<file path="src/rtl/assert_macros.svh">
// assertion macros shared by the tokenizer rtl
// no dependencies; compiled out when SYNTHESIS is defined
`ifndef ASSERT_MACROS_SVH
`define ASSERT_MACROS_SVH
`ifndef SYNTHESIS
`define STT_ASSERT_IMP(lbl, clk, rst, ante, cons) \
   lbl: assert property (@(posedge clk) disable iff (rst) (ante) |-> (cons)) \
      else $error("tokenizer assertion failed");
`define STT_ASSERT_NEXT(lbl, clk, rst, ante, cons) \
   lbl: assert property (@(posedge clk) disable iff (rst) (ante) |=> (cons)) \
      else $error("tokenizer assertion failed");
`else
`define STT_ASSERT_IMP(lbl, clk, rst, ante, cons)
`define STT_ASSERT_NEXT(lbl, clk, rst, ante, cons)
`endif
`endif

</file>
<file path="src/rtl/stt_pkg.sv">
// types, codes and character helpers for the source text tokenizer
// no dependencies; used by stt_datapath, stt_ctrl and source_text_tokenizer
`default_nettype none
package stt_pkg;

   typedef enum logic [2:0] {
      MODE_IDLE,
      MODE_IDENT,
      MODE_LONG,
      MODE_NUMBER,
      MODE_STRING,
      MODE_EQUAL,
      MODE_DEAD
   } mode_type;

   typedef enum logic [2:0] {
      ST_WAIT,
      ST_HANDLE,
      ST_DUMP,
      ST_FLUSH,
      ST_START,
      ST_FINAL,
      ST_CLEAR
   } state_type;

   typedef enum logic [4:0] {
      OP_NONE,
      OP_LATCH,
      OP_STR_CLOSE,
      OP_STR_CHAR,
      OP_IDENT_APPEND,
      OP_DUMP_ENTRY,
      OP_LONG_CHAR,
      OP_NUM_DIGIT,
      OP_EQ2,
      OP_FLUSH_KW,
      OP_FLUSH_ENTRY,
      OP_FLUSH_LONG,
      OP_FLUSH_NUM,
      OP_FLUSH_EQ,
      OP_START,
      OP_UNTERM,
      OP_CLEAR
   } op_type;

   typedef struct packed {
      op_type op;
   } cmd_type;

   typedef struct packed {
      mode_type mode;
      logic     is_alnum;
      logic     is_digit;
      logic     is_quote;
      logic     is_equal;
      logic     final_flag;
      logic     buf_full;
      logic     idx_top;
      logic     idx_end;
      logic     kw_hit;
      logic     out_free;
   } sts_type;

   localparam logic [4:0] KIND_IDENTCHAR  = 5'd0;
   localparam logic [4:0] KIND_RETURN     = 5'd1;
   localparam logic [4:0] KIND_FN         = 5'd2;
   localparam logic [4:0] KIND_IF         = 5'd3;
   localparam logic [4:0] KIND_INTEGER    = 5'd4;
   localparam logic [4:0] KIND_STRCHAR    = 5'd5;
   localparam logic [4:0] KIND_EMPTYSTR   = 5'd6;
   localparam logic [4:0] KIND_PUNCT_BASE = 5'd7;
   localparam logic [4:0] KIND_EQUAL      = 5'd17;
   localparam logic [4:0] KIND_EQUAL2     = 5'd18;
   localparam logic [4:0] KIND_ERROR      = 5'd19;

   localparam logic [1:0] ERR_NONE       = 2'd0;
   localparam logic [1:0] ERR_UNEXPECTED = 2'd1;
   localparam logic [1:0] ERR_UNTERM     = 2'd2;

   localparam logic [7:0] CH_SPACE      = 8'h20;
   localparam logic [7:0] CH_CR         = 8'h0D;
   localparam logic [7:0] CH_TAB        = 8'h09;
   localparam logic [7:0] CH_LF         = 8'h0A;
   localparam logic [7:0] CH_EQUAL      = 8'h3D;
   localparam logic [7:0] CH_QUOTE      = 8'h22;
   localparam logic [7:0] CH_UNDERSCORE = 8'h5F;

   localparam logic [47:0] KW_RETURN_TEXT = "return";
   localparam logic [15:0] KW_FN_TEXT     = "fn";
   localparam logic [15:0] KW_IF_TEXT     = "if";

   localparam int          PUNCT_COUNT = 10;
   localparam logic [79:0] PUNCT_TEXT  = "(){};+-*/,";

   function automatic logic is_alpha(input logic [7:0] c);
      return (c >= 8'h61 && c <= 8'h7A) || (c >= 8'h41 && c <= 8'h5A) || c == CH_UNDERSCORE;
   endfunction

   function automatic logic is_digit(input logic [7:0] c);
      return c >= 8'h30 && c <= 8'h39;
   endfunction

   // msb is the hit flag, the rest the token kind
   function automatic logic [5:0] punct_lookup(input logic [7:0] c);
      logic [5:0] r;
      r = '0;
      for (int i = 0; i < PUNCT_COUNT; i++) begin
         if (PUNCT_TEXT[79 - 8 * i -: 8] == c) begin
            r = {1'b1, KIND_PUNCT_BASE + 5'(i)};
         end
      end
      return r;
   endfunction

endpackage
`default_nettype wire

</file>
<file path="src/rtl/stt_interfaces.sv">
// request and response channel interfaces for the source text tokenizer
// no dependencies
`default_nettype none
interface stt_req_if;
   logic       valid;
   logic       ready;
   logic [7:0] char_in;
   logic       final_byte;

   modport source (output valid, output char_in, output final_byte, input ready);
   modport sink   (input valid, input char_in, input final_byte, output ready);
endinterface

interface stt_rsp_if #(parameter int LINE_BITS = 24);
   logic                 valid;
   logic                 ready;
   logic [4:0]           token_kind;
   logic [7:0]           char_value;
   logic [30:0]          int_value;
   logic                 int_overflow;
   logic                 last_of_token;
   logic [1:0]           error_code;
   logic [LINE_BITS-1:0] line_number;

   modport source (output valid, output token_kind, output char_value, output int_value,
                   output int_overflow, output last_of_token, output error_code,
                   output line_number, input ready);
   modport sink   (input valid, input token_kind, input char_value, input int_value,
                   input int_overflow, input last_of_token, input error_code,
                   input line_number, output ready);
endinterface
`default_nettype wire

</file>
<file path="src/rtl/stt_datapath.sv">
// tokenizer datapath: lexer state, keyword buffer, accumulator, line counter, result register
// depends on stt_pkg and assert_macros.svh
`default_nettype none
`include "assert_macros.svh"
module stt_datapath #(
   parameter int KEYWORD_BUF_LEN = 6,
   parameter int LINE_BITS       = 24
) (
   input  wire logic                 clock,
   input  wire logic                 reset,
   input  wire stt_pkg::cmd_type     cmd,
   output stt_pkg::sts_type          sts,
   input  wire logic [7:0]           req_char_in,
   input  wire logic                 req_final_byte,
   input  wire logic                 rsp_ready,
   output logic                      rsp_valid,
   output logic [4:0]                rsp_token_kind,
   output logic [7:0]                rsp_char_value,
   output logic [30:0]               rsp_int_value,
   output logic                      rsp_int_overflow,
   output logic                      rsp_last_of_token,
   output logic [1:0]                rsp_error_code,
   output logic [LINE_BITS-1:0]      rsp_line_number
);

   localparam int IDX_W = (KEYWORD_BUF_LEN > 1) ? $clog2(KEYWORD_BUF_LEN) : 1;
   localparam int LEN_W = $clog2(KEYWORD_BUF_LEN + 1);

   logic [7:0]           cur_char_ff, cur_char_in;
   logic                 cur_final_ff, cur_final_in;
   stt_pkg::mode_type    mode_ff, mode_in;
   logic [7:0]           kbuf_ff [KEYWORD_BUF_LEN];
   logic [LEN_W-1:0]     ident_len_ff, ident_len_in;
   logic [IDX_W-1:0]     idx_ff, idx_in;
   logic [7:0]           held_char_ff, held_char_in;
   logic                 held_valid_ff, held_valid_in;
   logic [30:0]          accum_ff, accum_in;
   logic                 ovf_ff, ovf_in;
   logic [LINE_BITS-1:0] line_ff, line_in;
   logic                 out_valid_ff;

   logic                 kbuf_we;
   logic [IDX_W-1:0]     kbuf_waddr;
   logic                 emit;
   logic [4:0]           e_kind;
   logic [7:0]           e_char;
   logic [30:0]          e_int;
   logic                 e_ovf;
   logic                 e_last;
   logic [1:0]           e_err;

   logic                 kw_hit;
   logic [4:0]           kw_kind;
   logic                 idx_end;
   logic [7:0]           kbuf_rd;
   logic [5:0]           punct;
   logic [34:0]          num_next;

   // keyword match over the first entries of the buffer
   always_comb begin
      kw_hit  = 1'b0;
      kw_kind = stt_pkg::KIND_RETURN;
      if (ident_len_ff == LEN_W'(2) && kbuf_ff[0] == stt_pkg::KW_FN_TEXT[15:8]
          && kbuf_ff[1] == stt_pkg::KW_FN_TEXT[7:0]) begin
         kw_hit  = 1'b1;
         kw_kind = stt_pkg::KIND_FN;
      end
      if (ident_len_ff == LEN_W'(2) && kbuf_ff[0] == stt_pkg::KW_IF_TEXT[15:8]
          && kbuf_ff[1] == stt_pkg::KW_IF_TEXT[7:0]) begin
         kw_hit  = 1'b1;
         kw_kind = stt_pkg::KIND_IF;
      end
      if (ident_len_ff == LEN_W'(6)
          && kbuf_ff[0] == stt_pkg::KW_RETURN_TEXT[47:40]
          && kbuf_ff[1] == stt_pkg::KW_RETURN_TEXT[39:32]
          && kbuf_ff[2] == stt_pkg::KW_RETURN_TEXT[31:24]
          && kbuf_ff[3] == stt_pkg::KW_RETURN_TEXT[23:16]
          && kbuf_ff[4] == stt_pkg::KW_RETURN_TEXT[15:8]
          && kbuf_ff[5] == stt_pkg::KW_RETURN_TEXT[7:0]) begin
         kw_hit  = 1'b1;
         kw_kind = stt_pkg::KIND_RETURN;
      end
   end

   assign idx_end  = (LEN_W'(idx_ff) + LEN_W'(1)) == ident_len_ff;
   assign kbuf_rd  = kbuf_ff[idx_ff];
   assign punct    = stt_pkg::punct_lookup(cur_char_ff);
   assign num_next = ({4'd0, accum_ff} << 3) + ({4'd0, accum_ff} << 1)
                     + {31'd0, cur_char_ff[3:0]};

   always_comb begin
      sts.mode       = mode_ff;
      sts.is_alnum   = stt_pkg::is_alpha(cur_char_ff) || stt_pkg::is_digit(cur_char_ff);
      sts.is_digit   = stt_pkg::is_digit(cur_char_ff);
      sts.is_quote   = cur_char_ff == stt_pkg::CH_QUOTE;
      sts.is_equal   = cur_char_ff == stt_pkg::CH_EQUAL;
      sts.final_flag = cur_final_ff;
      sts.buf_full   = ident_len_ff == LEN_W'(KEYWORD_BUF_LEN);
      sts.idx_top    = idx_ff == IDX_W'(KEYWORD_BUF_LEN - 1);
      sts.idx_end    = idx_end;
      sts.kw_hit     = kw_hit;
      sts.out_free   = !out_valid_ff || rsp_ready;
   end

   always_comb begin
      cur_char_in   = cur_char_ff;
      cur_final_in  = cur_final_ff;
      mode_in       = mode_ff;
      ident_len_in  = ident_len_ff;
      idx_in        = idx_ff;
      held_char_in  = held_char_ff;
      held_valid_in = held_valid_ff;
      accum_in      = accum_ff;
      ovf_in        = ovf_ff;
      line_in       = line_ff;
      kbuf_we       = 1'b0;
      kbuf_waddr    = ident_len_ff[IDX_W-1:0];
      emit          = 1'b0;
      e_kind        = stt_pkg::KIND_IDENTCHAR;
      e_char        = '0;
      e_int         = '0;
      e_ovf         = 1'b0;
      e_last        = 1'b0;
      e_err         = stt_pkg::ERR_NONE;
      unique case (cmd.op)
         stt_pkg::OP_NONE: begin
         end
         stt_pkg::OP_LATCH: begin
            cur_char_in  = req_char_in;
            cur_final_in = req_final_byte;
         end
         stt_pkg::OP_STR_CLOSE: begin
            emit   = 1'b1;
            e_last = 1'b1;
            if (held_valid_ff) begin
               e_kind = stt_pkg::KIND_STRCHAR;
               e_char = held_char_ff;
            end else begin
               e_kind = stt_pkg::KIND_EMPTYSTR;
            end
            held_valid_in = 1'b0;
            mode_in       = stt_pkg::MODE_IDLE;
         end
         stt_pkg::OP_STR_CHAR: begin
            if (held_valid_ff) begin
               emit   = 1'b1;
               e_kind = stt_pkg::KIND_STRCHAR;
               e_char = held_char_ff;
            end
            held_char_in  = cur_char_ff;
            held_valid_in = 1'b1;
         end
         stt_pkg::OP_IDENT_APPEND: begin
            kbuf_we      = 1'b1;
            ident_len_in = ident_len_ff + LEN_W'(1);
         end
         stt_pkg::OP_DUMP_ENTRY: begin
            emit   = 1'b1;
            e_kind = stt_pkg::KIND_IDENTCHAR;
            e_char = kbuf_rd;
            if (idx_ff == IDX_W'(KEYWORD_BUF_LEN - 1)) begin
               idx_in        = '0;
               ident_len_in  = '0;
               held_char_in  = cur_char_ff;
               held_valid_in = 1'b1;
               mode_in       = stt_pkg::MODE_LONG;
            end else begin
               idx_in = idx_ff + IDX_W'(1);
            end
         end
         stt_pkg::OP_LONG_CHAR: begin
            emit         = 1'b1;
            e_kind       = stt_pkg::KIND_IDENTCHAR;
            e_char       = held_char_ff;
            held_char_in = cur_char_ff;
         end
         stt_pkg::OP_NUM_DIGIT: begin
            if (ovf_ff || num_next[34:31] != 4'd0) begin
               ovf_in   = 1'b1;
               accum_in = '0;
            end else begin
               accum_in = num_next[30:0];
            end
         end
         stt_pkg::OP_EQ2: begin
            emit    = 1'b1;
            e_kind  = stt_pkg::KIND_EQUAL2;
            e_last  = 1'b1;
            mode_in = stt_pkg::MODE_IDLE;
         end
         stt_pkg::OP_FLUSH_KW: begin
            emit         = 1'b1;
            e_kind       = kw_kind;
            e_last       = 1'b1;
            ident_len_in = '0;
            mode_in      = stt_pkg::MODE_IDLE;
         end
         stt_pkg::OP_FLUSH_ENTRY: begin
            emit   = 1'b1;
            e_kind = stt_pkg::KIND_IDENTCHAR;
            e_char = kbuf_rd;
            e_last = idx_end;
            if (idx_end) begin
               idx_in       = '0;
               ident_len_in = '0;
               mode_in      = stt_pkg::MODE_IDLE;
            end else begin
               idx_in = idx_ff + IDX_W'(1);
            end
         end
         stt_pkg::OP_FLUSH_LONG: begin
            emit          = 1'b1;
            e_kind        = stt_pkg::KIND_IDENTCHAR;
            e_char        = held_char_ff;
            e_last        = 1'b1;
            held_valid_in = 1'b0;
            mode_in       = stt_pkg::MODE_IDLE;
         end
         stt_pkg::OP_FLUSH_NUM: begin
            emit     = 1'b1;
            e_kind   = stt_pkg::KIND_INTEGER;
            e_int    = ovf_ff ? 31'd0 : accum_ff;
            e_ovf    = ovf_ff;
            e_last   = 1'b1;
            accum_in = '0;
            ovf_in   = 1'b0;
            mode_in  = stt_pkg::MODE_IDLE;
         end
         stt_pkg::OP_FLUSH_EQ: begin
            emit    = 1'b1;
            e_kind  = stt_pkg::KIND_EQUAL;
            e_last  = 1'b1;
            mode_in = stt_pkg::MODE_IDLE;
         end
         stt_pkg::OP_START: begin
            if (cur_char_ff == stt_pkg::CH_SPACE || cur_char_ff == stt_pkg::CH_CR
                || cur_char_ff == stt_pkg::CH_TAB) begin
            end else if (cur_char_ff == stt_pkg::CH_LF) begin
               if (line_ff != '1) begin
                  line_in = line_ff + LINE_BITS'(1);
               end
            end else if (punct[5]) begin
               emit   = 1'b1;
               e_kind = punct[4:0];
               e_last = 1'b1;
            end else if (cur_char_ff == stt_pkg::CH_EQUAL) begin
               mode_in = stt_pkg::MODE_EQUAL;
            end else if (cur_char_ff == stt_pkg::CH_QUOTE) begin
               mode_in       = stt_pkg::MODE_STRING;
               held_valid_in = 1'b0;
            end else if (stt_pkg::is_alpha(cur_char_ff)) begin
               mode_in      = stt_pkg::MODE_IDENT;
               kbuf_we      = 1'b1;
               kbuf_waddr   = '0;
               ident_len_in = LEN_W'(1);
            end else if (stt_pkg::is_digit(cur_char_ff)) begin
               mode_in  = stt_pkg::MODE_NUMBER;
               accum_in = {27'd0, cur_char_ff[3:0]};
               ovf_in   = 1'b0;
            end else begin
               emit    = 1'b1;
               e_kind  = stt_pkg::KIND_ERROR;
               e_char  = cur_char_ff;
               e_err   = stt_pkg::ERR_UNEXPECTED;
               mode_in = stt_pkg::MODE_DEAD;
            end
         end
         stt_pkg::OP_UNTERM: begin
            emit   = 1'b1;
            e_kind = stt_pkg::KIND_ERROR;
            e_err  = stt_pkg::ERR_UNTERM;
         end
         stt_pkg::OP_CLEAR: begin
            mode_in       = stt_pkg::MODE_IDLE;
            ident_len_in  = '0;
            idx_in        = '0;
            held_char_in  = '0;
            held_valid_in = 1'b0;
            accum_in      = '0;
            ovf_in        = 1'b0;
            line_in       = LINE_BITS'(1);
         end
         default: begin
         end
      endcase
   end

   always_ff @(posedge clock) begin
      if (reset) begin
         cur_final_ff  <= 1'b0;
         mode_ff       <= stt_pkg::MODE_IDLE;
         ident_len_ff  <= '0;
         idx_ff        <= '0;
         held_char_ff  <= '0;
         held_valid_ff <= 1'b0;
         accum_ff      <= '0;
         ovf_ff        <= 1'b0;
         line_ff       <= LINE_BITS'(1);
         out_valid_ff  <= 1'b0;
      end else begin
         cur_final_ff  <= cur_final_in;
         mode_ff       <= mode_in;
         ident_len_ff  <= ident_len_in;
         idx_ff        <= idx_in;
         held_char_ff  <= held_char_in;
         held_valid_ff <= held_valid_in;
         accum_ff      <= accum_in;
         ovf_ff        <= ovf_in;
         line_ff       <= line_in;
         if (emit) begin
            out_valid_ff <= 1'b1;
         end else if (rsp_ready) begin
            out_valid_ff <= 1'b0;
         end
      end
   end

   // payload registers
   always_ff @(posedge clock) begin
      cur_char_ff <= cur_char_in;
      if (kbuf_we) begin
         kbuf_ff[kbuf_waddr] <= cur_char_ff;
      end
      if (emit) begin
         rsp_token_kind    <= e_kind;
         rsp_char_value    <= e_char;
         rsp_int_value     <= e_int;
         rsp_int_overflow  <= e_ovf;
         rsp_last_of_token <= e_last;
         rsp_error_code    <= e_err;
         rsp_line_number   <= line_ff;
      end
   end

   assign rsp_valid = out_valid_ff;

   `STT_ASSERT_IMP(a_idx_in_range, clock, reset, 1'b1, idx_ff <= IDX_W'(KEYWORD_BUF_LEN - 1))
   `STT_ASSERT_IMP(a_len_only_in_ident, clock, reset, mode_ff != stt_pkg::MODE_IDENT,
                   ident_len_ff == '0)
   `STT_ASSERT_IMP(a_accum_only_in_number, clock, reset, mode_ff != stt_pkg::MODE_NUMBER,
                   accum_ff == '0 && !ovf_ff)

endmodule
`default_nettype wire

</file>
<file path="src/rtl/stt_ctrl.sv">
// tokenizer controller: sequences one byte through handle, dump, flush, start, final and clear steps
// depends on stt_pkg and assert_macros.svh
`default_nettype none
`include "assert_macros.svh"
module stt_ctrl (
   input  wire logic             clock,
   input  wire logic             reset,
   input  wire logic             req_valid,
   output logic                  req_ready,
   output stt_pkg::cmd_type      cmd,
   input  wire stt_pkg::sts_type sts
);

   stt_pkg::state_type state_ff, state_in;
   logic               phase_ff, phase_in;
   stt_pkg::state_type done_state;
   stt_pkg::state_type after_flush;

   assign done_state  = sts.final_flag ? stt_pkg::ST_FINAL : stt_pkg::ST_WAIT;
   assign after_flush = phase_ff ? stt_pkg::ST_CLEAR : stt_pkg::ST_START;

   // next state
   always_comb begin
      state_in = state_ff;
      phase_in = phase_ff;
      unique case (state_ff)
         stt_pkg::ST_WAIT: begin
            if (req_valid) begin
               state_in = stt_pkg::ST_HANDLE;
            end
         end
         stt_pkg::ST_HANDLE: begin
            if (sts.out_free) begin
               case (sts.mode) inside
                  stt_pkg::MODE_DEAD, stt_pkg::MODE_STRING, stt_pkg::MODE_IDLE: begin
                     state_in = done_state;
                  end
                  stt_pkg::MODE_IDENT: begin
                     if (!sts.is_alnum) begin
                        state_in = stt_pkg::ST_FLUSH;
                        phase_in = 1'b0;
                     end else if (sts.buf_full) begin
                        state_in = stt_pkg::ST_DUMP;
                     end else begin
                        state_in = done_state;
                     end
                  end
                  stt_pkg::MODE_LONG: begin
                     state_in = sts.is_alnum ? done_state : stt_pkg::ST_FLUSH;
                     phase_in = 1'b0;
                  end
                  stt_pkg::MODE_NUMBER: begin
                     state_in = sts.is_digit ? done_state : stt_pkg::ST_FLUSH;
                     phase_in = 1'b0;
                  end
                  stt_pkg::MODE_EQUAL: begin
                     state_in = sts.is_equal ? done_state : stt_pkg::ST_FLUSH;
                     phase_in = 1'b0;
                  end
                  default: begin
                     state_in = done_state;
                  end
               endcase
            end
         end
         stt_pkg::ST_DUMP: begin
            if (sts.out_free && sts.idx_top) begin
               state_in = done_state;
            end
         end
         stt_pkg::ST_FLUSH: begin
            if (sts.out_free) begin
               if (sts.mode == stt_pkg::MODE_IDENT && !sts.kw_hit && !sts.idx_end) begin
                  state_in = stt_pkg::ST_FLUSH;
               end else begin
                  state_in = after_flush;
               end
            end
         end
         stt_pkg::ST_START: begin
            if (sts.out_free) begin
               state_in = done_state;
            end
         end
         stt_pkg::ST_FINAL: begin
            if (sts.out_free) begin
               if (sts.mode == stt_pkg::MODE_STRING) begin
                  state_in = stt_pkg::ST_CLEAR;
               end else begin
                  state_in = stt_pkg::ST_FLUSH;
                  phase_in = 1'b1;
               end
            end
         end
         stt_pkg::ST_CLEAR: begin
            state_in = stt_pkg::ST_WAIT;
         end
         default: begin
            state_in = stt_pkg::ST_WAIT;
         end
      endcase
   end

   // outputs
   always_comb begin
      req_ready = 1'b0;
      cmd.op    = stt_pkg::OP_NONE;
      unique case (state_ff)
         stt_pkg::ST_WAIT: begin
            req_ready = 1'b1;
            if (req_valid) begin
               cmd.op = stt_pkg::OP_LATCH;
            end
         end
         stt_pkg::ST_HANDLE: begin
            if (sts.out_free) begin
               case (sts.mode)
                  stt_pkg::MODE_STRING: begin
                     cmd.op = sts.is_quote ? stt_pkg::OP_STR_CLOSE : stt_pkg::OP_STR_CHAR;
                  end
                  stt_pkg::MODE_IDENT: begin
                     if (sts.is_alnum && !sts.buf_full) begin
                        cmd.op = stt_pkg::OP_IDENT_APPEND;
                     end
                  end
                  stt_pkg::MODE_LONG: begin
                     if (sts.is_alnum) begin
                        cmd.op = stt_pkg::OP_LONG_CHAR;
                     end
                  end
                  stt_pkg::MODE_NUMBER: begin
                     if (sts.is_digit) begin
                        cmd.op = stt_pkg::OP_NUM_DIGIT;
                     end
                  end
                  stt_pkg::MODE_EQUAL: begin
                     if (sts.is_equal) begin
                        cmd.op = stt_pkg::OP_EQ2;
                     end
                  end
                  stt_pkg::MODE_IDLE: begin
                     cmd.op = stt_pkg::OP_START;
                  end
                  default: begin
                     cmd.op = stt_pkg::OP_NONE;
                  end
               endcase
            end
         end
         stt_pkg::ST_DUMP: begin
            if (sts.out_free) begin
               cmd.op = stt_pkg::OP_DUMP_ENTRY;
            end
         end
         stt_pkg::ST_FLUSH: begin
            if (sts.out_free) begin
               case (sts.mode)
                  stt_pkg::MODE_IDENT: begin
                     cmd.op = sts.kw_hit ? stt_pkg::OP_FLUSH_KW : stt_pkg::OP_FLUSH_ENTRY;
                  end
                  stt_pkg::MODE_LONG:   cmd.op = stt_pkg::OP_FLUSH_LONG;
                  stt_pkg::MODE_NUMBER: cmd.op = stt_pkg::OP_FLUSH_NUM;
                  stt_pkg::MODE_EQUAL:  cmd.op = stt_pkg::OP_FLUSH_EQ;
                  default:              cmd.op = stt_pkg::OP_NONE;
               endcase
            end
         end
         stt_pkg::ST_START: begin
            if (sts.out_free) begin
               cmd.op = stt_pkg::OP_START;
            end
         end
         stt_pkg::ST_FINAL: begin
            if (sts.out_free && sts.mode == stt_pkg::MODE_STRING) begin
               cmd.op = stt_pkg::OP_UNTERM;
            end
         end
         stt_pkg::ST_CLEAR: begin
            cmd.op = stt_pkg::OP_CLEAR;
         end
         default: begin
            cmd.op = stt_pkg::OP_NONE;
         end
      endcase
   end

   always_ff @(posedge clock) begin
      if (reset) begin
         state_ff <= stt_pkg::ST_WAIT;
         phase_ff <= 1'b0;
      end else begin
         state_ff <= state_in;
         phase_ff <= phase_in;
      end
   end

   `STT_ASSERT_NEXT(a_accept_goes_handle, clock, reset,
                    state_ff == stt_pkg::ST_WAIT && req_valid,
                    state_ff == stt_pkg::ST_HANDLE)
   `STT_ASSERT_IMP(a_no_op_when_blocked, clock, reset,
                   !sts.out_free && state_ff != stt_pkg::ST_WAIT
                   && state_ff != stt_pkg::ST_CLEAR,
                   cmd.op == stt_pkg::OP_NONE)
   `STT_ASSERT_IMP(a_dump_in_ident, clock, reset, state_ff == stt_pkg::ST_DUMP,
                   sts.mode == stt_pkg::MODE_IDENT)

endmodule
`default_nettype wire

</file>
<file path="src/rtl/source_text_tokenizer.sv">
// one byte beat is taken in ST_WAIT and handled in ST_HANDLE right after it. ending a token
// passes through ST_FLUSH, which gives the token's results one by one, then ST_START to start
// the next; a keyword buffer dump passes through ST_DUMP, giving KEYWORD_BUF_LEN entries. the
// final byte adds ST_FINAL and ST_CLEAR plus ST_FLUSH for any pending results, entered even
// with none pending unless a string is open. one result per cycle leaves the output register; a stall holds all.
// reset is synchronous and active high; the buffer needs no clearing pass.
`default_nettype none
module source_text_tokenizer #(
   parameter int KEYWORD_BUF_LEN = 6,
   parameter int LINE_BITS       = 24
) (
   input wire logic  clock,
   input wire logic  reset,
   stt_req_if.sink   req_ch,
   stt_rsp_if.source rsp_ch
);

   stt_pkg::cmd_type cmd;
   stt_pkg::sts_type sts;

   stt_ctrl u_ctrl (
      .clock     (clock),
      .reset     (reset),
      .req_valid (req_ch.valid),
      .req_ready (req_ch.ready),
      .cmd       (cmd),
      .sts       (sts)
   );

   stt_datapath #(
      .KEYWORD_BUF_LEN (KEYWORD_BUF_LEN),
      .LINE_BITS       (LINE_BITS)
   ) u_datapath (
      .clock             (clock),
      .reset             (reset),
      .cmd               (cmd),
      .sts               (sts),
      .req_char_in       (req_ch.char_in),
      .req_final_byte    (req_ch.final_byte),
      .rsp_ready         (rsp_ch.ready),
      .rsp_valid         (rsp_ch.valid),
      .rsp_token_kind    (rsp_ch.token_kind),
      .rsp_char_value    (rsp_ch.char_value),
      .rsp_int_value     (rsp_ch.int_value),
      .rsp_int_overflow  (rsp_ch.int_overflow),
      .rsp_last_of_token (rsp_ch.last_of_token),
      .rsp_error_code    (rsp_ch.error_code),
      .rsp_line_number   (rsp_ch.line_number)
   );

endmodule
`default_nettype wire

</file>
<file path="src/flat_wrapper.sv">
// flat-port wrapper written by rule: the top's interface ports become plain ports
module source_text_tokenizer_flat 
#(
   parameter int KEYWORD_BUF_LEN = 6,
   parameter int LINE_BITS       = 24
)
  (clock, reset, req_ch_valid, req_ch_char_in, req_ch_final_byte, req_ch_ready, rsp_ch_valid, rsp_ch_token_kind, rsp_ch_char_value, rsp_ch_int_value, rsp_ch_int_overflow, rsp_ch_last_of_token, rsp_ch_error_code, rsp_ch_line_number, rsp_ch_ready);
  stt_req_if req_ch_i ();
  stt_rsp_if #(.LINE_BITS(LINE_BITS)) rsp_ch_i ();
  input wire logic clock;
  input wire logic reset;
  input wire logic [$bits(req_ch_i.valid)-1:0] req_ch_valid;
  input wire logic [$bits(req_ch_i.char_in)-1:0] req_ch_char_in;
  input wire logic [$bits(req_ch_i.final_byte)-1:0] req_ch_final_byte;
  output wire logic [$bits(req_ch_i.ready)-1:0] req_ch_ready;
  output wire logic [$bits(rsp_ch_i.valid)-1:0] rsp_ch_valid;
  output wire logic [$bits(rsp_ch_i.token_kind)-1:0] rsp_ch_token_kind;
  output wire logic [$bits(rsp_ch_i.char_value)-1:0] rsp_ch_char_value;
  output wire logic [$bits(rsp_ch_i.int_value)-1:0] rsp_ch_int_value;
  output wire logic [$bits(rsp_ch_i.int_overflow)-1:0] rsp_ch_int_overflow;
  output wire logic [$bits(rsp_ch_i.last_of_token)-1:0] rsp_ch_last_of_token;
  output wire logic [$bits(rsp_ch_i.error_code)-1:0] rsp_ch_error_code;
  output wire logic [$bits(rsp_ch_i.line_number)-1:0] rsp_ch_line_number;
  input wire logic [$bits(rsp_ch_i.ready)-1:0] rsp_ch_ready;
  assign req_ch_i.valid = req_ch_valid;
  assign req_ch_i.char_in = req_ch_char_in;
  assign req_ch_i.final_byte = req_ch_final_byte;
  assign req_ch_ready = req_ch_i.ready;
  assign rsp_ch_valid = rsp_ch_i.valid;
  assign rsp_ch_token_kind = rsp_ch_i.token_kind;
  assign rsp_ch_char_value = rsp_ch_i.char_value;
  assign rsp_ch_int_value = rsp_ch_i.int_value;
  assign rsp_ch_int_overflow = rsp_ch_i.int_overflow;
  assign rsp_ch_last_of_token = rsp_ch_i.last_of_token;
  assign rsp_ch_error_code = rsp_ch_i.error_code;
  assign rsp_ch_line_number = rsp_ch_i.line_number;
  assign rsp_ch_i.ready = rsp_ch_ready;
  source_text_tokenizer #(.KEYWORD_BUF_LEN(KEYWORD_BUF_LEN), .LINE_BITS(LINE_BITS)) u_core (.clock(clock), .reset(reset), .req_ch(req_ch_i), .rsp_ch(rsp_ch_i));
endmodule
</file>
<file path="config.mk">
export PLATFORM = sky130hd
export DESIGN_NAME = source_text_tokenizer_flat
export DESIGN_NICKNAME = d
export VERILOG_FILES = /design/src/rtl/stt_pkg.sv /design/src/rtl/stt_interfaces.sv /design/src/rtl/stt_datapath.sv /design/src/rtl/stt_ctrl.sv /design/src/rtl/source_text_tokenizer.sv /design/src/flat_wrapper.sv
export VERILOG_INCLUDE_DIRS = /design/src /design/src/rtl
export SDC_FILE = /design/constraint.sdc
export NUM_CORES = 1
export LEC_CHECK = 0
export BUFFER_PORTS_ARGS = -buffer_cell sky130_fd_sc_hd__clkbuf_2
export CAP_MARGIN = 20
export CORE_MARGIN = 3
export CORE_UTILIZATION = 42
export DETAILED_ROUTE_END_ITERATION = 16
export SLEW_MARGIN = 10
export SYNTH_ARGS = -nofsm -noshare
export SYNTH_HDL_FRONTEND = slang
export SYNTH_SLANG_ARGS = --single-unit
</file>
<file path="constraint.sdc">
create_clock -name clock -period 13.2 [get_ports clock]
set_clock_uncertainty 0.1 [all_clocks]
set_input_delay 0.66 -clock clock [delete_from_list [all_inputs] [get_ports clock]]
set_output_delay 0.66 -clock clock [all_outputs]
set_load 0.02 [all_outputs]
</file>
# Yosys cells after proc, flatten, opt, wreduce, memory -nomap -nowiden
# Memories as Yosys holds them, arrays and structs flattened. A register that Yosys moved wholly into a read port is not among the register bits.
# Cells that the tools add are included.
[word_totals]
reg_bits = 160
ram_bits = 48
elab_cells = 354
memories = 1
[memory_table]
columns = ["name", "words", "width", "rd", "rd_clocked_by_memory_dff", "wr", "line", "text"]
rows = [
  ["u_core.u_datapath.kbuf_ff", 6, 8, 7, 1, 1, "stt_datapath.sv:32", "logic [7:0] kbuf_ff [KEYWORD_BUF_LEN];"],
]
[classes]
n_addsub = 5
order_cmp = 6
n_eq_ne = 84
muxes = 175
bitwise_logic = 1
n_reduce_logical = 62
[ops]
columns = ["operator", "n"]
rows = [
  ["$mux W31", 8],
  ["$mux W3", 51],
  ["$pmux W31 S3", 1],
  ["$eq A8 B7 Y1 const B", 11],
  ["$mux W24", 3],
  ["$mux W8", 9],
  ["$eq A6 B8 Y1 const A", 8],
  ["$mux W6", 10],
  ["$mux W1", 57],
  ["$pmux W24 S2", 1],
  ["$eq A5 B4 Y1 const B", 8],
  ["$mux W5", 8],
  ["$pmux W5 S8", 1],
  ["$ne A2 B2 Y1 const B", 19],
  ["$add A34 B32 Y35", 1],
  ["$add A35 B4 Y35", 1],
  ["$pmux W5 S7", 1],
  ["$pmux W8 S4", 1],
  ["$add A24 B1 Y24 const B", 1],
  ["$eq A3 B3 Y1 const B", 8],
  ["$eq A8 B4 Y1 const B", 3],
  ["$eq A8 B6 Y1 const B", 3],
  ["$ne A24 B24 Y1 const B", 1],
  ["$pmux W4 S6", 1],
  ["other kinds (48)", 117],
]

# Depth between registers and ports, before layout
# Gate-level depths: netlist of run 1.
[depth]
ltp_word = 17
mapped_depth = 14

# Hierarchy
# From an unflattened synthesis of run 1, not the netlist that was laid out.
[unflattened]
cells_unflattened = 1206
hier_area_um2 = 12344.3
[modules_own_cells]
columns = ["mod", "instances", "cells_per_inst", "area_per_inst_um2"]
rows = [
  ["stt_datapath", 1, 1092, 11644.9],
  ["stt_ctrl", 1, 114, 699.4],
]

# Worst setup path after synthesis of run 1
# No wires, ideal clock.
[synth_path]
path_kind = "register to register"
startpoint = "reg u_core.u_datapath.cur_char_ff[1]"
endpoint = "reg u_core.u_datapath.rsp_char_value[0], enable pin"
setup_time_ps = 743
t_arrival_ps = 4148
slack_ps = 8209
path_stages_with_launch = 12
synth_period_minus_slack_ps = 4991
cell_sequence = "edfxtp_1 buf_2 or4_1 o21a_1 and4_4 buf_6 or3_1 buf_4 a31oi_2 o31ai_1 nor4b_2 nand2_1"
[synth_between]
elab_chain_cells = 15
word_cells_on_any_way = 71
[synth_rtl]
columns = ["element", "line", "text"]
rows = [
  ["start, declared", "stt_datapath.sv:29", "logic [7:0] cur_char_ff, cur_char_in;"],
  ["start signal, assigned", "stt_datapath.sv:320", "cur_char_ff <= cur_char_in;"],
  ["parallel branches: the longest is 14 deep, another holds $ge A8 B7 Y1", "n/a", ""],
  ["$pmux W1 S3 (*)", "stt_datapath.sv:125", "unique case (cmd.op)"],
  ["net u_core.u_datapath.emit", "stt_datapath.sv:44", "logic emit;"],
  ["end signal, assigned", "stt_datapath.sv:326", "rsp_char_value <= e_char;"],
  ["end, declared", "stt_datapath.sv:18", "output logic [7:0] rsp_char_value,"],
]
# Mark *: on every way through the listed nets, which the timed path passes.
# A chain may end at the register's enable or synchronous reset.

# Worst setup path in the final report of run 1
[layout_path]
startpoint = "reg u_core.u_datapath.ident_len_ff[0]"
endpoint = "reg u_core.u_datapath.rsp_int_value[7], enable pin"
[layout_between]
elab_chain_cells = 15
word_cells_on_any_way = 38
[layout_rtl]
columns = ["element", "line", "text"]
rows = [
  ["start, declared", "stt_datapath.sv:33", "logic [LEN_W-1:0] ident_len_ff, ident_len_in;"],
  ["start signal, assigned", "stt_datapath.sv:303", "ident_len_ff <= ident_len_in;"],
  ["$eq A3 B3 Y1", "stt_datapath.sv:73, stt_datapath.sv:98", ""],
  ["$logic_and A1 B1 Y1", "stt_datapath.sv:74", "&& kbuf_ff[0] == stt_pkg::KW_RETURN_TEXT[47:40]"],
  ["$logic_and A1 B1 Y1", "stt_datapath.sv:75", "&& kbuf_ff[1] == stt_pkg::KW_RETURN_TEXT[39:32]"],
  ["$logic_and A1 B1 Y1", "stt_datapath.sv:76", "&& kbuf_ff[2] == stt_pkg::KW_RETURN_TEXT[31:24]"],
  ["$logic_and A1 B1 Y1", "stt_datapath.sv:77", "&& kbuf_ff[3] == stt_pkg::KW_RETURN_TEXT[23:16]"],
  ["$logic_and A1 B1 Y1", "stt_datapath.sv:78", "&& kbuf_ff[4] == stt_pkg::KW_RETURN_TEXT[15:8]"],
  ["$logic_and A1 B1 Y1", "stt_datapath.sv:79", "&& kbuf_ff[5] == stt_pkg::KW_RETURN_TEXT[7:0]) begin"],
  ["$mux W1", "stt_datapath.sv:73", "if (ident_len_ff == LEN_W'(6)"],
  ["$mux W2", "stt_ctrl.sv:159", "cmd.op = sts.kw_hit ? stt_pkg::OP_FLUSH_KW : stt_pkg::OP_FLUSH_ENTRY;"],
  ["$pmux W4 S4", "stt_ctrl.sv:157", "case (sts.mode)"],
  ["$mux W4", "stt_ctrl.sv:156", "if (sts.out_free) begin"],
  ["$pmux W5 S7 (*)", "stt_ctrl.sv:108", "unique case (state_ff)"],
  ["$eq A5 B4 Y1, or another cell as far along", "stt_datapath.sv:125", ""],
  ["$reduce_or A10 Y1 (no line)", "n/a", ""],
  ["$pmux W1 S3 (*)", "stt_datapath.sv:125", ""],
  ["net u_core.u_datapath.emit", "stt_datapath.sv:44", ""],
  ["end signal, assigned", "stt_datapath.sv:327", "rsp_int_value <= e_int;"],
  ["end, declared", "stt_datapath.sv:19", "output logic [30:0] rsp_int_value,"],
]
# Mark *: on every way through the listed nets, which the timed path passes. The rest lies on a longest branch.

==> summary.md, run 1 <==
| Metric | Value |
|---|---|
| Hold_buf cts | 0 |
| Slowest-stage cell, CP | nor4_2 |
| Wire length per cell | 19.53 microns |
| Peak VDD IR | roughly 0.10 mV |
| Largest net degree at the start of global routing | 73 |
| Syn_nets | roughly 1300 |
| Root Buffer | clkbuf_16 |
| Hold Fails Final Rpt | 0 |
| Number of flops mapped to enable cells by yosys | 144 |
| Internal power | 1.581 mW |
| Critical-path cell list | inv_1 > ha_1 > nor4bb_1 > nand4_1 > nor4_2 > nor4b_4 > or3_1 > a31oi_2 > o31ai_1 > nor4b_2 > nand2_4 |
| CP peak stage delay | 0.61 ns |
| Final min period | 5.011 ns |
| Synth area leaders | edfxtp_1, dfxtp_1, ha_1 |
| Die Area | ~32000 sq um |
| # H-tree levels | 1 |
| Seq/Total Area, Yosys | between 40 and 50% |
| CTS tree | yes |
| I/O pins | 87 |
| Yosys warnings | 0 |
| Worst Path Max Fanout | about 70 |
| CTS Buf Count | 25 |
| CTS clock-pin slew for the worst setup and hold paths | approximately 0.07 ns |
| Num Clock Sinks | between 200 and 250 |
| First-pass GRT wire length | just over 50000 microns |
| Setup TNS | 0 ns |
| Vias/cell | 5.825 |
| Power per cell area | 173.6 nW/um^2 |
| Synth top cells by count | edfxtp_1, nand2_1, nor2_1 |
| Flops & latches, synth | 227 |
| Clk Latency, worst-skew pair | 0.53 ns |
| Hold Crit Class | input pin to register |
| Die height | ~180 microns |
| Core area | slightly below 30000 sq um |
| Total number of vias | between 9000 and 10000 |
| Syn_area_per_cell | around 11 sq um |
| Ys async rst share | 0% |
| R2R cell count | 11 |
| Final setup margin | between 8 and 9 ns |
| Drt pass-1 iters | 5 |
| Net Sw Frac | a little over a third |
| CP endpoint kind | register |
| Util after Layout | between 40% and 50% |
| Post-CTS Repair Setup Buffers | 0 |
| Area occupied by multi-input gates | a little over 6000 sq um |
| Clock power frac | 29.2% |
| Max Cap Violations | 0 |
| Worst Max-Slew Pin Slew | ~1 ns |
| Ant diodes | 0 |
| Cell taking the most area after synthesis | edfxtp_1 |
| Final Setup Violations | 0 |
| RSZ-0062 raised after global routing | no |
| Pins Over Slew Limit | 0 |
| Starting DRT DRC Count | ~970 |
| Layout Nets | between 1000 and 1500 |
| Fillers | about 2700 |
| Post-route DRC | 0 |
| Gr usage total | around 20% |
| Arrival time at the worst endpoint | between 4 and 5 ns |
| Hold Crit Depth | 1 |
| Pre-CTS WS | 8.289 ns |
| Comb pwr share | roughly 28% |
| Max Root-Sink Buffers | 3 |
| Max-slew headroom | between 30 and 40% |
| Most common cell in the netlist | edfxtp_1 |
| Die W | roughly 180 microns |
| Vias in the first global route | ~9000 |
| Critical Path Start Type | register |
| Post-Syn Area | 12450 sq um |
| DP Area | between 10000 and 15000 sq um |
| Crit path kind | register to register |
| Final GP Congestion | roughly 0.93 |
| Register share of total power | between 40 and 50% |
| Yosys cell types | 95 |
| Status | completed |
| Initial antenna violation count | 0 |
| Layout area overhead | 13.08% |
| Layout cells sized above 1 | between 10% and 20% |
| Post-route ant nets | 0 |
| Max Fclk | around 200 MHz |
| Period utilisation layout | 37.96% |
| Top_reg_cell synth | edfxtp_1 |
| Cells after synthesis | approximately 1200 |
| Global route overflow | 0 |
| CTS resizes | 0 |
| Final wirelength | 32130 microns |
| Design area | between 10000 and 15000 sq um |
| Buffers on Ports | 86 |
| Required @ worst endpoint | around 13 ns |
| Row cnt | 62 |
| Yosys top cell area share | around a third |
| P_leak | approximately 5.4 nW |
| Post-DP HPWL | approximately 23000 microns |
| Starting Density | between 40% and 50% |
| Register area | around 6000 sq um |
| Switching pwr | 863.3 uW |
worst paths after layout:
kind	slack (ns)	endpoint	from
worst max register to register	8.19	u_core.u_datapath.rsp_int_value[7]$_SDFFCE_PP0P_	u_core.u_datapath.ident_len_ff[0]$_SDFFE_PP0P_
worst min register to register	0.37	u_core.u_datapath.rsp_line_number[20]$_DFFE_PP_	u_core.u_datapath.line_ff[20]$_SDFFE_PP0P_
worst min-delay path	0.21	u_core.u_datapath.cur_char_ff[5]$_DFFE_PN_	req_ch_char_in[5]
worst max-delay path	8.19	u_core.u_datapath.rsp_int_value[7]$_SDFFCE_PP0P_	u_core.u_datapath.ident_len_ff[0]$_SDFFE_PP0P_
cell families after synthesis:
family,after synthesis,synth area share (%)
and+or+nand+nor,433,18.93
AOI/OAI and AO/OA,282,15.46
DFF,227,48.08
buffers and inverters,78,2.563
adders and majority gates,68,6.954
xor gates and xnor gates,53,3.728
muxes,33,4.291
worst max-delay path: cells and delay by family (launching register included):
| family | cells | cell delay, ns |
|---|---|---|
| flip-flops | 1 | 0.40 |
| adder cells (fa/ha/maj) | 1 | 0.23 |
| AND/OR/NAND/NOR | 7 | 2.76 |
| buffers and inverters | 1 | 0.20 |
| AO/OA/AOI/OAI | 2 | 0.74 |
area by class of cell:
cell class,count,area share [%]
Clock buffer,27,4.568
Clock inverter,18,1.431
Inverter,22,0.5865
Multi-Input combinational cell,869,43.77
Sequential cell,227,42.51
Tap cell,384,3.412
Timing Repair Buffer,98,3.723
through the flow:
stage	std cells	power (mW)	hold slack, ns
5_1_grt	1645	2.569	0.1919
4_1_cts	1644	2.468	0.1942
3_5_place_dp	1599	1.747	0.3624
3_3_place_gp	1599	1.747	0.3582
6_report	1645	2.445	0.2104
2_1_floorplan	1174	1.515	0.3416
power by group through the flow:
stage	Clock (mW)	Combinational [mW]	Sequential (mW)
2_1_floorplan	0	0.333	1.18
3_3_place_gp	0	0.696	1.05
3_5_place_dp	0	0.695	1.05
4_1_cts	0.730	0.698	1.04
5_1_grt	0.761	0.754	1.05
6_report	0.715	0.692	1.04
per-layer routing:
metal  part of all wire (%)  GRT usage, %  wire length, microns  vias to the layer above
met5                      0             0                     0                        -
met4                    2.1         4.740                   680                        0
met3                    6.6         3.278                  2112                       54
met2                     43         29.68                 13820                      308
met1                     48         31.02                 15510                     4618
li1                       -             -                     -                     4602
layout by cell type (no fill, tap or decap), types with 8 or more instances in the layout:
cell type  count
nand2_1      104
xnor2_1       16
clkbuf_16     25
a31oi_1       10
nand3_1       28
nor3_1        25
o21ai_1       11
dfxtp_1       83
clkbuf_2      86
buf_4         11
nor2b_1       10
a22o_1         8
o21ai_0       56
edfxtp_1     144
inv_1         22
nor2_1        93
nand4_1       34
mux2i_1       14
and2_1        35
mux4_2        16
xor2_1        37
a221o_1       10
and3_1        17
nand2b_1      15
a21oi_1       78
ha_1          66
nor4bb_1       8
a21o_1        13
o21a_1         8
sequential cells by signal, summed over array words and instances (netlist names), 2 cells and up, named ones only:
name	flops
u_core.u_datapath.held_char_ff	8
u_core.u_datapath.rsp_token_kind	5
u_core.u_datapath.kbuf_ff	64
u_core.u_datapath.rsp_char_value	8
u_core.u_datapath.mode_ff	3
u_core.u_datapath.rsp_int_value	31
u_core.u_datapath.cur_char_ff	8
u_core.u_datapath.line_ff	24
u_core.u_datapath.rsp_error_code	2
u_core.u_datapath.idx_ff	3
u_core.u_datapath.rsp_line_number	24
u_core.u_datapath.accum_ff	31
u_core.u_ctrl.state_ff	3
u_core.u_datapath.ident_len_ff	3
No activity file was read; power rests on OpenSTA's default activity.
==> run 2: changes to the inputs <==
==> constraint.sdc (replaced) <==
create_clock -name clock -period 4.4 [get_ports clock]
set_clock_uncertainty 0.1 [all_clocks]
set_input_delay 0.22 -clock clock [delete_from_list [all_inputs] [get_ports clock]]
set_output_delay 0.22 -clock clock [all_outputs]
set_load 0.02 [all_outputs]
==> run 2 against run 1 <==
- critical path depth rose by 1
- combinational power rose to 3.2 times the previous value
- via count rose by 1.5%
- setup slack got worse by 7.8 ns
- clock-buffer cell count rose by 10
- sequential power rose to 2.9 times the previous value
- sequential share of layout area fell by 1.3 points
- sequential cell count did not move
- global-route usage fell by 0.57 points
- cell count rose by 3.3%
- worst hold slack improved by 0.032 ns
==> summary.md, run 2 (synthesis gave the netlist of run 1 again) <==
| Metric | Value |
|---|---|
| Status | completed |
| Layout cells sized above 1 | roughly 18% |
| Pins Over Slew Limit | 0 |
| Gr usage total | approximately a fifth |
| Post-DP HPWL | about 23000 microns |
| Total number of vias | ~9700 |
| P_leak | between 5 and 6 nW |
| Hold Fails Final Rpt | 0 |
| Final GP Congestion | a little under 0.9 |
| Layout Nets | 1378 |
| Crit path kind | register to register |
| Vias in the first global route | between 9000 and 10000 |
| Final hold slack | about 0.24 ns |
| Top Metal Used | met4 |
| Largest net degree at the start of global routing | between 40 and 50 |
| Most frequent cells in the layout | edfxtp_1, nand2_1, nor2_1 |
| Required @ worst endpoint | 4.75 ns |
| Most common cell after layout, fill and taps aside | edfxtp_1 |
| Reg-to-reg critical path endpoint | u_core.u_datapath.accum_ff[16]$_SDFFE_PP0P_ |
| Final min period | 4.031 ns |
| Total power | between 7 and 8 mW |
| Worst Max-Slew Pin Slew | between 1 and 1.5 ns |
| CTS clock-pin slew for the worst setup and hold paths | around 0.060 ns |
| Vias/cell | 5.723 |
| DP Area | between 10000 and 15000 sq um |
| Wire length on met2 | between 10000 and 15000 microns |
| # H-tree levels | 1 |
| Root Buffer | clkbuf_16 |
| Post-route ant nets | 0 |
| R2R cell count | 12 |
| Max-slew headroom | roughly 33% |
| Final setup margin | about 0.37 ns |
| Peak VDD IR | approximately 0.36 mV |
| Drt pass-1 iters | 5 |
| Buffers on Ports | 86 |
| Hold Crit Class | input pin to register |
| Die W | about 180 microns |
| Met1 wire length | 14140 microns |
| Initial antenna violation count | 0 |
| Util after Layout | 50.14% |
| Core area | about 29000 sq um |
| Worst Setup SP | u_core.u_datapath.cur_char_ff[3]$_DFFE_PN_ |
| Biggest register | u_core.u_datapath.kbuf_ff |
| Pre-CTS WS | around 0.43 ns |
| Critical Path Start Type | register |
| I/O pins | 87 |
| CTS tree | yes |
| Starting Density | 43.03% |
| Max Fclk | approximately 250 MHz |
| Setup TNS | 0 ns |
| CP endpoint kind | register |
| Biggest regs | u_core.u_datapath.kbuf_ff (64), u_core.u_datapath.accum_ff (31), u_core.u_datapath.rsp_int_value (31) |
| R2r setup slk | approximately 0.37 ns |
| Max Root-Sink Buffers | 3 |
| CTS Buf Count | 26 |
| Wire length on met3 | 2013 microns |
| Power per cell area | around 510 nW/um^2 |
| Final wirelength | between 30000 and 40000 microns |
| Die Area | 31750 sq um |
| Wire length per cell | between 15 and 20 microns |
| Ant diodes | 0 |
| Period utilisation layout | 91.61% |
| First-pass GRT wire length | around 50000 microns |
| Finished Layout Cells | 1700 |
| Max Cap Violations | 0 |
| Layout area overhead | 16.53% |
| Clk Latency, worst-skew pair | approximately 0.53 ns |
| Worst Path Max Fanout | 13 |
| Hold endpoint | u_core.u_ctrl.state_ff[1]$_SDFFE_PP0P_ |
| RSZ-0062 raised after global routing | no |
| RR Startpoint | u_core.u_datapath.cur_char_ff[3]$_DFFE_PN_ |
| Arrival time at the worst endpoint | approximately 4.4 ns |
| Global route overflow | 0 |
| Number of flip-flops in the largest register | between 60 and 70 |
| Row cnt | just over 60 |
| Placed cells | approximately 1600 |
| Num Clock Sinks | around 230 |
| Die height | between 150 and 200 microns |
| Design area | 14510 sq um |
| Starting DRT DRC Count | between 800 and 900 |
| Final Setup Violations | 0 |
| Hold Crit Depth | 6 |
| HP Start | req_ch_valid |
| Post-route DRC | 0 |
==> run 2: cell types whose count changed in the layout (fill, tap and decap cells not counted), moves of 2 or more <==
| cell | change |
|---|---|
| buf_4 | +43 |
| clkinv_2 | -6 |
| clkbuf_1 | +8 |
| clkbuf_16 | +2 |
| dlygate4sd3_1 | +11 |
==> run 2: critical path, cell delays in order, from the launching register on <==
cell and delay [ns]:
edfxtp_1 0.43, fa_1 0.54, ha_1 0.30, a21o_1 0.12, nand4_1 0.17, a2111o_1 0.47
a311oi_1 0.36, o2111ai_1 0.14, o211a_1 0.18, nor4_1 0.38, nand2_1 0.32, buf_4 0.30
o21ai_0 0.17
==> run 2: final cells by class <==
type                    count  area [sq um]
repair buffers            151         945.9
well taps                 384         480.5
clock inverters            10         133.9
inverters                  22         82.58
flip-flops and latches    227          5986
clock buffers              37         723.2
multi-input cells         869          6157
fillers                  2677         14430
==> run 2: worst max path at each step <==
stage | to | slack, ns | depth (start not counted)
CTS | u_core.u_datapath.accum_ff[21]$_SDFFE_PP0P_ | 0.42 | 12
finish | u_core.u_datapath.accum_ff[16]$_SDFFE_PP0P_ | 0.37 | 12
detailed placement | u_core.u_datapath.accum_ff[21]$_SDFFE_PP0P_ | 0.43 | 12
floorplan | u_core.u_datapath.rsp_char_value[0]$_DFFE_PP_ | 0.10 | 11
global route | u_core.u_datapath.accum_ff[16]$_SDFFE_PP0P_ | 0.05 | 12
global placement | u_core.u_datapath.accum_ff[21]$_SDFFE_PP0P_ | 0.50 | 12
==> run 2: metal layers <==
metal / vias up / global-route usage [%]
li1: 4707 / -
met1: 4700 / 27.22
met2: 283 / 32.27
met3: 39 / 3.491
met4: 0 / 4.123
met5: - / 0
==> run 2: repair_timing <==
action	CTS	global route
buffers inserted	0	0
hold buffers	11	0
hold endpoints to repair	10	0
resized for setup	0	0
==> run 2: where the power goes <==
group          internal [mW]  switching (mW)
combinational          0.657            1.53
sequential              2.87           0.198
clock                   1.32           0.821
